**src/rtl/mse_pkg.sv**
```systemverilog
`timescale 1ns / 1ps
// Shared types and constants for the MIPS subset execute block.
// Used by the front decoder, the instruction queue, the back end, the top level and the checker.
package mse_pkg;

	localparam int unsigned WordW    = 32;
	localparam int unsigned RegAddrW = 5;
	localparam int unsigned ImmW     = 16;
	localparam int unsigned InTdataW = 32;

	// major opcodes
	localparam logic [5:0] OPC_SPECIAL  = 6'd0;
	localparam logic [5:0] OPC_BEQ      = 6'd4;
	localparam logic [5:0] OPC_BNE      = 6'd5;
	localparam logic [5:0] OPC_ADDI     = 6'd8;
	localparam logic [5:0] OPC_SLTI     = 6'd10;
	localparam logic [5:0] OPC_ANDI     = 6'd12;
	localparam logic [5:0] OPC_ORI      = 6'd13;
	localparam logic [5:0] OPC_XORI     = 6'd14;
	localparam logic [5:0] OPC_LUI      = 6'd15;
	localparam logic [5:0] OPC_SPECIAL2 = 6'd28;

	// function codes
	localparam logic [5:0] FN_SLL     = 6'd0;
	localparam logic [5:0] FN_SRL     = 6'd2;
	localparam logic [5:0] FN_SYSCALL = 6'd12;
	localparam logic [5:0] FN_ADD     = 6'd32;
	localparam logic [5:0] FN_SUB     = 6'd34;
	localparam logic [5:0] FN_AND     = 6'd36;
	localparam logic [5:0] FN_OR      = 6'd37;
	localparam logic [5:0] FN_SLT     = 6'd42;
	localparam logic [5:0] FN_MUL     = 6'd2;

	// syscall service numbers in v0
	localparam logic [WordW-1:0] SYS_PRINT_INT  = 32'd1;
	localparam logic [WordW-1:0] SYS_EXIT       = 32'd10;
	localparam logic [WordW-1:0] SYS_PRINT_CHAR = 32'd11;

	localparam logic [RegAddrW-1:0] REG_V0 = 5'd2;
	localparam logic [RegAddrW-1:0] REG_A0 = 5'd4;

	typedef enum logic [2:0] {
		ACT_PLAIN      = 3'd0,
		ACT_BRANCH     = 3'd1,
		ACT_PRINT_INT  = 3'd2,
		ACT_PRINT_CHAR = 3'd3,
		ACT_EXIT       = 3'd4,
		ACT_UNKNOWN    = 3'd5
	} action_t;

	typedef enum logic [3:0] {
		OP_ADD,
		OP_SUB,
		OP_AND,
		OP_OR,
		OP_XOR,
		OP_SLT,
		OP_SLL,
		OP_SRL,
		OP_MUL,
		OP_LUI,
		OP_BEQ,
		OP_BNE,
		OP_SYSCALL,
		OP_UNKNOWN
	} exec_op_t;

	// classified instruction handed from the front to the back
	typedef struct packed {
		exec_op_t            op;
		logic                use_imm;
		logic [RegAddrW-1:0] rs;
		logic [RegAddrW-1:0] rt;
		logic [RegAddrW-1:0] dest;
		logic [RegAddrW-1:0] shamt;
		logic [ImmW-1:0]     imm16;
		logic [WordW-1:0]    imm32;
	} decoded_t;

	// result item, action in the lowest bits
	typedef struct packed {
		logic [WordW-1:0]    write_value;
		logic [RegAddrW-1:0] write_index;
		logic                write_enable;
		logic [WordW-1:0]    print_value;
		logic [ImmW-1:0]     branch_offset;
		action_t             action;
	} result_t;

	localparam int unsigned ResultW   = $bits(result_t);
	localparam int unsigned OutTdataW = ((ResultW + 7) / 8) * 8;

endpackage

```
**src/rtl/mse_front.sv**
```systemverilog
`timescale 1ns / 1ps
// Front end: takes instruction transactions and classifies them into decoded_t.
// Depends on mse_pkg; feeds mse_queue.
module mse_front (
	input  logic                                s_axis_tvalid,
	output logic                                s_axis_tready,
	input  logic [mse_pkg::InTdataW-1:0]        s_axis_tdata,
	input  logic                                queue_full,
	output logic                                push,
	output mse_pkg::decoded_t                   push_data
);

	logic [5:0] opc;
	logic [5:0] fn;
	logic [mse_pkg::ImmW-1:0] imm;

	assign opc = s_axis_tdata[31:26];
	assign fn  = s_axis_tdata[5:0];
	assign imm = s_axis_tdata[15:0];

	assign s_axis_tready = !queue_full;
	assign push          = s_axis_tvalid && !queue_full;

	always_comb begin
		push_data         = '0;
		push_data.op      = mse_pkg::OP_UNKNOWN;
		push_data.use_imm = 1'b0;
		push_data.rs      = s_axis_tdata[25:21];
		push_data.rt      = s_axis_tdata[20:16];
		push_data.dest    = s_axis_tdata[15:11];
		push_data.shamt   = s_axis_tdata[10:6];
		push_data.imm16   = imm;
		push_data.imm32   = '0;
		case (opc)
			mse_pkg::OPC_SPECIAL: begin
				case (fn)
					mse_pkg::FN_ADD:     push_data.op = mse_pkg::OP_ADD;
					mse_pkg::FN_SUB:     push_data.op = mse_pkg::OP_SUB;
					mse_pkg::FN_AND:     push_data.op = mse_pkg::OP_AND;
					mse_pkg::FN_OR:      push_data.op = mse_pkg::OP_OR;
					mse_pkg::FN_SLT:     push_data.op = mse_pkg::OP_SLT;
					mse_pkg::FN_SLL:     push_data.op = mse_pkg::OP_SLL;
					mse_pkg::FN_SRL:     push_data.op = mse_pkg::OP_SRL;
					mse_pkg::FN_SYSCALL: push_data.op = mse_pkg::OP_SYSCALL;
					default:             push_data.op = mse_pkg::OP_UNKNOWN;
				endcase
			end
			mse_pkg::OPC_SPECIAL2: begin
				if (fn == mse_pkg::FN_MUL) begin
					push_data.op = mse_pkg::OP_MUL;
				end
			end
			mse_pkg::OPC_BEQ: push_data.op = mse_pkg::OP_BEQ;
			mse_pkg::OPC_BNE: push_data.op = mse_pkg::OP_BNE;
			mse_pkg::OPC_ADDI: begin
				push_data.op      = mse_pkg::OP_ADD;
				push_data.use_imm = 1'b1;
				push_data.dest    = s_axis_tdata[20:16];
				push_data.imm32   = {{16{imm[15]}}, imm};
			end
			mse_pkg::OPC_SLTI: begin
				push_data.op      = mse_pkg::OP_SLT;
				push_data.use_imm = 1'b1;
				push_data.dest    = s_axis_tdata[20:16];
				push_data.imm32   = {{16{imm[15]}}, imm};
			end
			mse_pkg::OPC_ANDI: begin
				push_data.op      = mse_pkg::OP_AND;
				push_data.use_imm = 1'b1;
				push_data.dest    = s_axis_tdata[20:16];
				push_data.imm32   = {16'd0, imm};
			end
			mse_pkg::OPC_ORI: begin
				push_data.op      = mse_pkg::OP_OR;
				push_data.use_imm = 1'b1;
				push_data.dest    = s_axis_tdata[20:16];
				push_data.imm32   = {16'd0, imm};
			end
			mse_pkg::OPC_XORI: begin
				push_data.op      = mse_pkg::OP_XOR;
				push_data.use_imm = 1'b1;
				push_data.dest    = s_axis_tdata[20:16];
				push_data.imm32   = {16'd0, imm};
			end
			mse_pkg::OPC_LUI: begin
				push_data.op      = mse_pkg::OP_LUI;
				push_data.use_imm = 1'b1;
				push_data.dest    = s_axis_tdata[20:16];
				push_data.imm32   = {imm, 16'd0};
			end
			default: push_data.op = mse_pkg::OP_UNKNOWN;
		endcase
	end

endmodule

```
**src/rtl/mse_queue.sv**
```systemverilog
`timescale 1ns / 1ps
// Short FIFO of decoded instructions between the front and the back end.
// Depends on mse_pkg for decoded_t.
module mse_queue #(
	parameter int unsigned DEPTH = 2
) (
	input  logic              clk,
	input  logic              arst_n,
	input  logic              push,
	input  mse_pkg::decoded_t push_data,
	output logic              full,
	input  logic              pop,
	output logic              head_valid,
	output mse_pkg::decoded_t head_data
);

	localparam int unsigned PtrW = (DEPTH > 1) ? $clog2(DEPTH) : 1;
	localparam int unsigned CntW = $clog2(DEPTH + 1);

	mse_pkg::decoded_t entry_q [DEPTH];
	logic [PtrW-1:0] wr_ptr_q;
	logic [PtrW-1:0] rd_ptr_q;
	logic [CntW-1:0] count_q;

	function automatic logic [PtrW-1:0] next_ptr(input logic [PtrW-1:0] p);
		logic [PtrW-1:0] r;
		r = (p == PtrW'(DEPTH - 1)) ? '0 : p + 1'b1;
		return r;
	endfunction

	assign full       = (count_q == CntW'(DEPTH));
	assign head_valid = (count_q != '0);
	assign head_data  = entry_q[rd_ptr_q];

	always_ff @(posedge clk or negedge arst_n) begin
		if (!arst_n) begin
			wr_ptr_q <= '0;
			rd_ptr_q <= '0;
			count_q  <= '0;
		end else begin
			if (push) begin
				wr_ptr_q <= next_ptr(wr_ptr_q);
			end
			if (pop) begin
				rd_ptr_q <= next_ptr(rd_ptr_q);
			end
			if (push && !pop) begin
				count_q <= count_q + 1'b1;
			end else if (pop && !push) begin
				count_q <= count_q - 1'b1;
			end
		end
	end

	always_ff @(posedge clk) begin
		if (push) begin
			entry_q[wr_ptr_q] <= push_data;
		end
	end

endmodule

```
**src/rtl/mse_back.sv**
```systemverilog
`timescale 1ns / 1ps
// Back end: operand fetch from the register file, execute, write back and result register.
// Depends on mse_pkg; pops instructions from mse_queue.
module mse_back (
	input  logic              clk,
	input  logic              arst_n,
	input  logic              head_valid,
	input  mse_pkg::decoded_t head_data,
	output logic              pop,
	output logic              res_valid,
	input  logic              res_ready,
	output mse_pkg::result_t  res_data
);

	localparam int unsigned RegCount = 2 ** mse_pkg::RegAddrW;

	// register file; an entry never written reads as zero
	logic [mse_pkg::WordW-1:0] regfile_q [RegCount];
	logic [RegCount-1:0]       reg_valid_q;
	logic [mse_pkg::WordW-1:0] v0_q;
	logic [mse_pkg::WordW-1:0] a0_q;
	logic                      halted_q;

	// execute stage
	logic                      valid_s2;
	mse_pkg::decoded_t         dec_s2;
	logic [mse_pkg::WordW-1:0] a_s2;
	logic [mse_pkg::WordW-1:0] b_s2;

	logic                      out_valid_q;
	mse_pkg::result_t          out_res_q;

	logic                      fire;
	logic                      load_s2;
	logic [mse_pkg::WordW-1:0] opb;
	logic [mse_pkg::WordW-1:0] mul_lo;
	logic                      wr_en;
	logic [mse_pkg::WordW-1:0] wr_val;
	logic                      set_halt;
	mse_pkg::result_t          res;
	logic                      fwd_a;
	logic                      fwd_b;

	assign fire    = valid_s2 && (!out_valid_q || res_ready);
	assign load_s2 = head_valid && (!valid_s2 || fire);
	assign pop     = load_s2;

	assign opb    = dec_s2.use_imm ? dec_s2.imm32 : b_s2;
	assign mul_lo = a_s2 * b_s2;

	always_comb begin
		wr_en    = 1'b0;
		wr_val   = '0;
		set_halt = 1'b0;
		res      = '0;
		res.action = mse_pkg::ACT_PLAIN;
		if (halted_q) begin
			res.action = mse_pkg::ACT_EXIT;
		end else begin
			case (dec_s2.op)
				mse_pkg::OP_ADD: begin
					wr_en  = 1'b1;
					wr_val = a_s2 + opb;
				end
				mse_pkg::OP_SUB: begin
					wr_en  = 1'b1;
					wr_val = a_s2 - opb;
				end
				mse_pkg::OP_AND: begin
					wr_en  = 1'b1;
					wr_val = a_s2 & opb;
				end
				mse_pkg::OP_OR: begin
					wr_en  = 1'b1;
					wr_val = a_s2 | opb;
				end
				mse_pkg::OP_XOR: begin
					wr_en  = 1'b1;
					wr_val = a_s2 ^ opb;
				end
				mse_pkg::OP_SLT: begin
					wr_en  = 1'b1;
					wr_val = {31'd0, ($signed(a_s2) < $signed(opb))};
				end
				mse_pkg::OP_SLL: begin
					wr_en  = 1'b1;
					wr_val = b_s2 << dec_s2.shamt;
				end
				mse_pkg::OP_SRL: begin
					wr_en  = 1'b1;
					wr_val = b_s2 >> dec_s2.shamt;
				end
				mse_pkg::OP_MUL: begin
					wr_en  = 1'b1;
					wr_val = mul_lo;
				end
				mse_pkg::OP_LUI: begin
					wr_en  = 1'b1;
					wr_val = dec_s2.imm32;
				end
				mse_pkg::OP_BEQ, mse_pkg::OP_BNE: begin
					if ((dec_s2.op == mse_pkg::OP_BEQ) == (a_s2 == b_s2)) begin
						res.action        = mse_pkg::ACT_BRANCH;
						res.branch_offset = dec_s2.imm16;
					end
				end
				mse_pkg::OP_SYSCALL: begin
					if (v0_q == mse_pkg::SYS_PRINT_INT) begin
						res.action      = mse_pkg::ACT_PRINT_INT;
						res.print_value = a0_q;
					end else if (v0_q == mse_pkg::SYS_PRINT_CHAR) begin
						res.action      = mse_pkg::ACT_PRINT_CHAR;
						res.print_value = {24'd0, a0_q[7:0]};
					end else if (v0_q == mse_pkg::SYS_EXIT) begin
						res.action = mse_pkg::ACT_EXIT;
						set_halt   = 1'b1;
					end
				end
				default: res.action = mse_pkg::ACT_UNKNOWN;
			endcase
			// drop writes to register zero
			if (dec_s2.dest == '0) begin
				wr_en = 1'b0;
			end
		end
		if (wr_en) begin
			res.write_enable = 1'b1;
			res.write_index  = dec_s2.dest;
			res.write_value  = wr_val;
		end
	end

	// forward the write retiring this cycle into the operands being fetched
	assign fwd_a = fire && wr_en && (dec_s2.dest == head_data.rs);
	assign fwd_b = fire && wr_en && (dec_s2.dest == head_data.rt);

	always_ff @(posedge clk or negedge arst_n) begin
		if (!arst_n) begin
			reg_valid_q <= '0;
			v0_q        <= '0;
			a0_q        <= '0;
			halted_q    <= 1'b0;
			valid_s2    <= 1'b0;
			out_valid_q <= 1'b0;
		end else begin
			if (load_s2) begin
				valid_s2 <= 1'b1;
			end else if (fire) begin
				valid_s2 <= 1'b0;
			end
			if (fire) begin
				out_valid_q <= 1'b1;
			end else if (res_ready) begin
				out_valid_q <= 1'b0;
			end
			if (fire && wr_en) begin
				reg_valid_q[dec_s2.dest] <= 1'b1;
				if (dec_s2.dest == mse_pkg::REG_V0) begin
					v0_q <= wr_val;
				end
				if (dec_s2.dest == mse_pkg::REG_A0) begin
					a0_q <= wr_val;
				end
			end
			if (fire && set_halt) begin
				halted_q <= 1'b1;
			end
		end
	end

	always_ff @(posedge clk) begin
		if (fire && wr_en) begin
			regfile_q[dec_s2.dest] <= wr_val;
		end
		if (load_s2) begin
			dec_s2 <= head_data;
			if (fwd_a) begin
				a_s2 <= wr_val;
			end else begin
				a_s2 <= reg_valid_q[head_data.rs] ? regfile_q[head_data.rs] : '0;
			end
			if (fwd_b) begin
				b_s2 <= wr_val;
			end else begin
				b_s2 <= reg_valid_q[head_data.rt] ? regfile_q[head_data.rt] : '0;
			end
		end
		if (fire) begin
			out_res_q <= res;
		end
	end

	assign res_valid = out_valid_q;
	assign res_data  = out_res_q;

endmodule

```
**src/rtl/mips_subset_instruction_execute.sv**
```systemverilog
`timescale 1ns / 1ps
// Top level of the MIPS subset execute block: front decoder, instruction queue, back end.
// Depends on mse_pkg, mse_front, mse_queue and mse_back.
//
// Usage:
//   s_axis carries one 32-bit instruction word per transaction. m_axis returns exactly
//   one result transaction per instruction, in order: action, branch offset, print
//   value and the register write-back (index and value).
//   Throughput is one instruction per cycle while m_axis_tready is high. The back end
//   executes an instruction held in the execute-stage register, loaded as it leaves the
//   queue; operands come from the register file read registered at the queue pop, with
//   the write retiring in that same cycle forwarded. On its way to m_axis_tvalid an
//   instruction passes the queue entry, the execute-stage register and the result register.
//   When m_axis_tready is low the result register holds, the execute stage holds
//   behind it, and the queue keeps taking instructions until it holds QUEUE_DEPTH
//   entries; then s_axis_tready drops.
//   Reset clears the register file to zero (per-entry valid bits), clears the halted
//   flag and empties the pipeline; no clearing pass is needed. After an exit syscall
//   every further instruction reports exit and changes nothing.
module mips_subset_instruction_execute #(
	parameter int unsigned QUEUE_DEPTH = 2
) (
	input  logic                              clk,
	input  logic                              arst_n,
	input  logic                              s_axis_tvalid,
	output logic                              s_axis_tready,
	// [31:0] instruction_word
	input  logic [mse_pkg::InTdataW-1:0]      s_axis_tdata,
	output logic                              m_axis_tvalid,
	input  logic                              m_axis_tready,
	// [2:0] action, [18:3] branch_offset, [50:19] print_value, [51] write_enable,
	// [56:52] write_index, [88:57] write_value, upper bits zero
	output logic [mse_pkg::OutTdataW-1:0]     m_axis_tdata
);

	logic              queue_full;
	logic              push;
	mse_pkg::decoded_t push_data;
	logic              pop;
	logic              head_valid;
	mse_pkg::decoded_t head_data;
	mse_pkg::result_t  res_data;

	mse_front u_front (
		.s_axis_tvalid (s_axis_tvalid),
		.s_axis_tready (s_axis_tready),
		.s_axis_tdata  (s_axis_tdata),
		.queue_full    (queue_full),
		.push          (push),
		.push_data     (push_data)
	);

	mse_queue #(
		.DEPTH (QUEUE_DEPTH)
	) u_queue (
		.clk        (clk),
		.arst_n     (arst_n),
		.push       (push),
		.push_data  (push_data),
		.full       (queue_full),
		.pop        (pop),
		.head_valid (head_valid),
		.head_data  (head_data)
	);

	mse_back u_back (
		.clk        (clk),
		.arst_n     (arst_n),
		.head_valid (head_valid),
		.head_data  (head_data),
		.pop        (pop),
		.res_valid  (m_axis_tvalid),
		.res_ready  (m_axis_tready),
		.res_data   (res_data)
	);

	assign m_axis_tdata = {{(mse_pkg::OutTdataW - mse_pkg::ResultW){1'b0}}, res_data};

endmodule

```
**config.mk**
```make
export PLATFORM = sky130hd
export DESIGN_NAME = mips_subset_instruction_execute
export DESIGN_NICKNAME = d
export VERILOG_FILES = /design/src/rtl/mse_pkg.sv /design/src/rtl/mse_front.sv /design/src/rtl/mse_queue.sv /design/src/rtl/mse_back.sv /design/src/rtl/mips_subset_instruction_execute.sv
export SDC_FILE = /design/constraint.sdc
export NUM_CORES = 2
export LEC_CHECK = 0
export BUFFER_PORTS_ARGS = -buffer_cell sky130_fd_sc_hd__buf_2
export CAP_MARGIN = 20
export CORE_MARGIN = 4
export CORE_UTILIZATION = 53
export CTS_CLUSTER_DIAMETER = 30
export DETAILED_ROUTE_END_ITERATION = 10
export PLACE_DENSITY = 0.67
export SLEW_MARGIN = 20
export SYNTH_ARGS = -nofsm -noshare
export SYNTH_HDL_FRONTEND = slang
export SYNTH_SLANG_ARGS = --single-unit
```
**constraint.sdc**
```tcl
create_clock -name clk -period 10.55 [get_ports clk]
set_clock_uncertainty 0.1 [all_clocks]
set_input_delay 2.6375 -clock clk [delete_from_list [all_inputs] [get_ports clk]]
set_output_delay 2.6375 -clock clk [all_outputs]
set_load 0.01 [all_outputs]
```
==> results.toml <==
[run_status]
status = "complete, no violations"

[yosys]
synth-seq-cells = 1474
synth_warnings = 0
synth_area_leader_cell = "edfxtp_1"
yosysSeqAreaShare = 0.485
synth_top_area_frac = 0.456
synth_commonest_cells = "edfxtp_1 (1371), nand2_1 (915), mux4_2 (589)"
yosysMostFrequentCell = "edfxtp_1"
synth-edff-count = 1371
synth_area_leaders = "edfxtp_1 (46%), mux4_2 (15%), fa_1 (9.1%), nand2_1 (3.8%), ha_1 (3.3%)"
async_reset_ff_frac = 0.0699
synth_cell_types = 95
syn_inst = 6819
netlist_area_mm2 = 0.0902
synth_flop_cell = "edfxtp_1"
postSynthAreaPerCell_um2 = 13.2

[cells_and_area]
nets = 7701
layout-drive-gt1-share = 0.228
synthToLayoutAreaGrowth_pct = 16.2
design_area_mm2 = 0.105
fin_util = 0.620

[floorplan]
die_h_um = 421
core_area_mm2 = 0.169
dieArea_mm2 = 0.177
io_pins = 134
fp-row-count = 151
die_w_um = 421
start_util = 0.533

[timing]
period_needed_ns = 8.98
max_clock_freq_mhz = 111
period_share = 0.851
setup-tns-final_ns = 0
hold_viol_final = 0
max-slew-margin-rel = 0.191
maxSlewViolCount = 0
rsz0062_at_grt = "false"
finalSetupViolCount = 0
max_slew.worst_pin.slew_ns = 1.21

[setup_path]
worstPathMaxFanout = 24
reg2reg_slack_ns = 1.57
slowest_stage = "edfxtp_1"
cp.arrival_ns = 9.50
critPathLaunchType = "register"
worstPathCellList = "buf_4 > nand2_1 > fa_1 > inv_1 > fa_1 > inv_1 > fa_1 > fa_1 > inv_1 > fa_1 > fa_1 > fa_1 > fa_1 > ha_1 > a21o_1 > a21o_1 > a21oi_1 > o21ai_0 > nor2_1 > xor2_1 > o21ai_0 > a211oi_1 > nor2_2 > buf_6"
crit_path_max_incr_delay_ns = 0.88
worst_path_most_repeated_cell = "fa_1"
end_kind = "register"
crit_buf_inv = 5
crit_type = "reg -> reg"
crit_family = "adder cells"
worstPathRequired_ns = 11.07

[place]
detailed_place.area_mm2 = 0.0939
gp_routability_congestion = 0.984
dp_hpwl_um = 190000
port_buffers = 126

[detailed_routing]
antenna_left = 0
wirelength_um = 306000
wl_per_cell_um = 32.2
via_per_inst = 6.64
first_pass_iters = 6
drt_iter0_drc = 8343
vias = 63034
drc = 0

[global_route]
grt_max_degree = 132
grtUsageTotal = 0.348
grt_pass1_wl_um = 443000
grt_remaining_overflow = 0
first_global_vias = 64514
antenna_found_initial = 21

[clock_tree]
h-tree-depth = 5
post-cts-setup-buffers = 0
cts_buffers = 329
cts-root-buf = "clkbuf_16"
holdBufCountCts = 0
clk_latency_ns = 0.98
clk_pin_slew_ns = 0.05
cts_resized = 0
cts_tree = "built"
cts.sinks = 1474
clock_path_buffers = 4

[min_path]
hold_path.class = "reg -> reg"

[job]
cap_violations = 0
[cell families (layout without fill, tap and decap cells)]
logic type,after synthesis,after routing,synth area share
AOI/OAI and AO/OA,773,773,0.0581
xor gates and xnor gates,140,140,0.0136
adders and majority gates,647,647,0.124
buffers and inverters,992,1404,0.0444
DFF,1474,1474,0.485
muxes,773,773,0.169
other,1,47,0.0000416
and+or+nand+nor,2019,2019,0.106
[layer usage]
metal | share of wire | global-route usage | vias up
met2 | 0.47 | 0.542 | 4172
met4 | 0.072 | 0.211 | 4
met1 | 0.35 | 0.442 | 32297
met3 | 0.11 | 0.0894 | 1038
li1 | - | - | 25523
met5 | 0.00024 | 0 | -
[worst paths after layout]
kind,endpoint,cells after the start,startpoint
min,u_back.reg_valid_q[0]$_DFFE_PN0P_,0,u_back.reg_valid_q[0]$_DFFE_PN0P_
max,u_back.regfile_q[16][29]$_DFFE_PP_,24,u_back.b_s2[2]$_DFFE_PP_
max reg2reg,u_back.regfile_q[16][29]$_DFFE_PP_,24,u_back.b_s2[2]$_DFFE_PP_
min in group asynchronous,u_back.res_valid$_DFFE_PN0P_,1,arst_n
max in group asynchronous,u_back.a0_q[27]$_DFFE_PN0P_,2,arst_n
min reg2reg,u_back.reg_valid_q[0]$_DFFE_PN0P_,0,u_back.reg_valid_q[0]$_DFFE_PN0P_
[final cells by class]
class                      instances  area [um^2]
fill                           12497        64400
sequential                      1474        43800
multi-input combinational       4391        43300
clock buffer                     377         8670
tap                             2218         2780
timing repair buffer             325         2330
clock inverter                   205         2160
inverter                         497         1870
antenna                            8         20.0
[stage by stage]
stage	instances	hold WS (ns)	setup WS, ns
after floorplan	6857	0.339	2.48
after global placement	8898	0.280	1.65
after detailed placement	8899	0.283	1.55
after CTS	9481	0.294	1.43
after global routing	9489	0.309	1.34
final	9495	0.295	1.57
[placed cells by master, fill, tap and decap left out, types with 44 or more instances in the layout]
cell type  instances
edfxtp_1        1371
nor2_1           161
nand2_1          915
and2_1           378
xnor2_1           97
and3_1            76
ha_1             237
clkinv_1          44
nand3_1          150
a21o_1            58
nor3_1            66
mux4_2           589
nor2_4            48
clkbuf_16        337
a31oi_1           78
a311oi_1          72
buf_4            183
a21oi_1          124
inv_1            491
fa_1             410
mux2_2            71
dfrtp_1          102
buf_2            125
o21ai_0          172
or3_1             57
mux2i_1           99
[state kept, by name, summed over array words and instances, names as in the netlist, 2 cells and up]
register / count
u_back.b_s2: 32
u_back.dec_s2: 58
u_back.regfile_q: 1024
u_queue.entry_q: 136
u_back.reg_valid_q: 32
u_back.a0_q: 32
u_queue.count_q: 2
u_back.a_s2: 32
u_back.v0_q: 32
u_back.res_data: 89
Power is not shown: default switching activity piles up to over one toggle a cycle in this logic, so the estimate is an artifact.
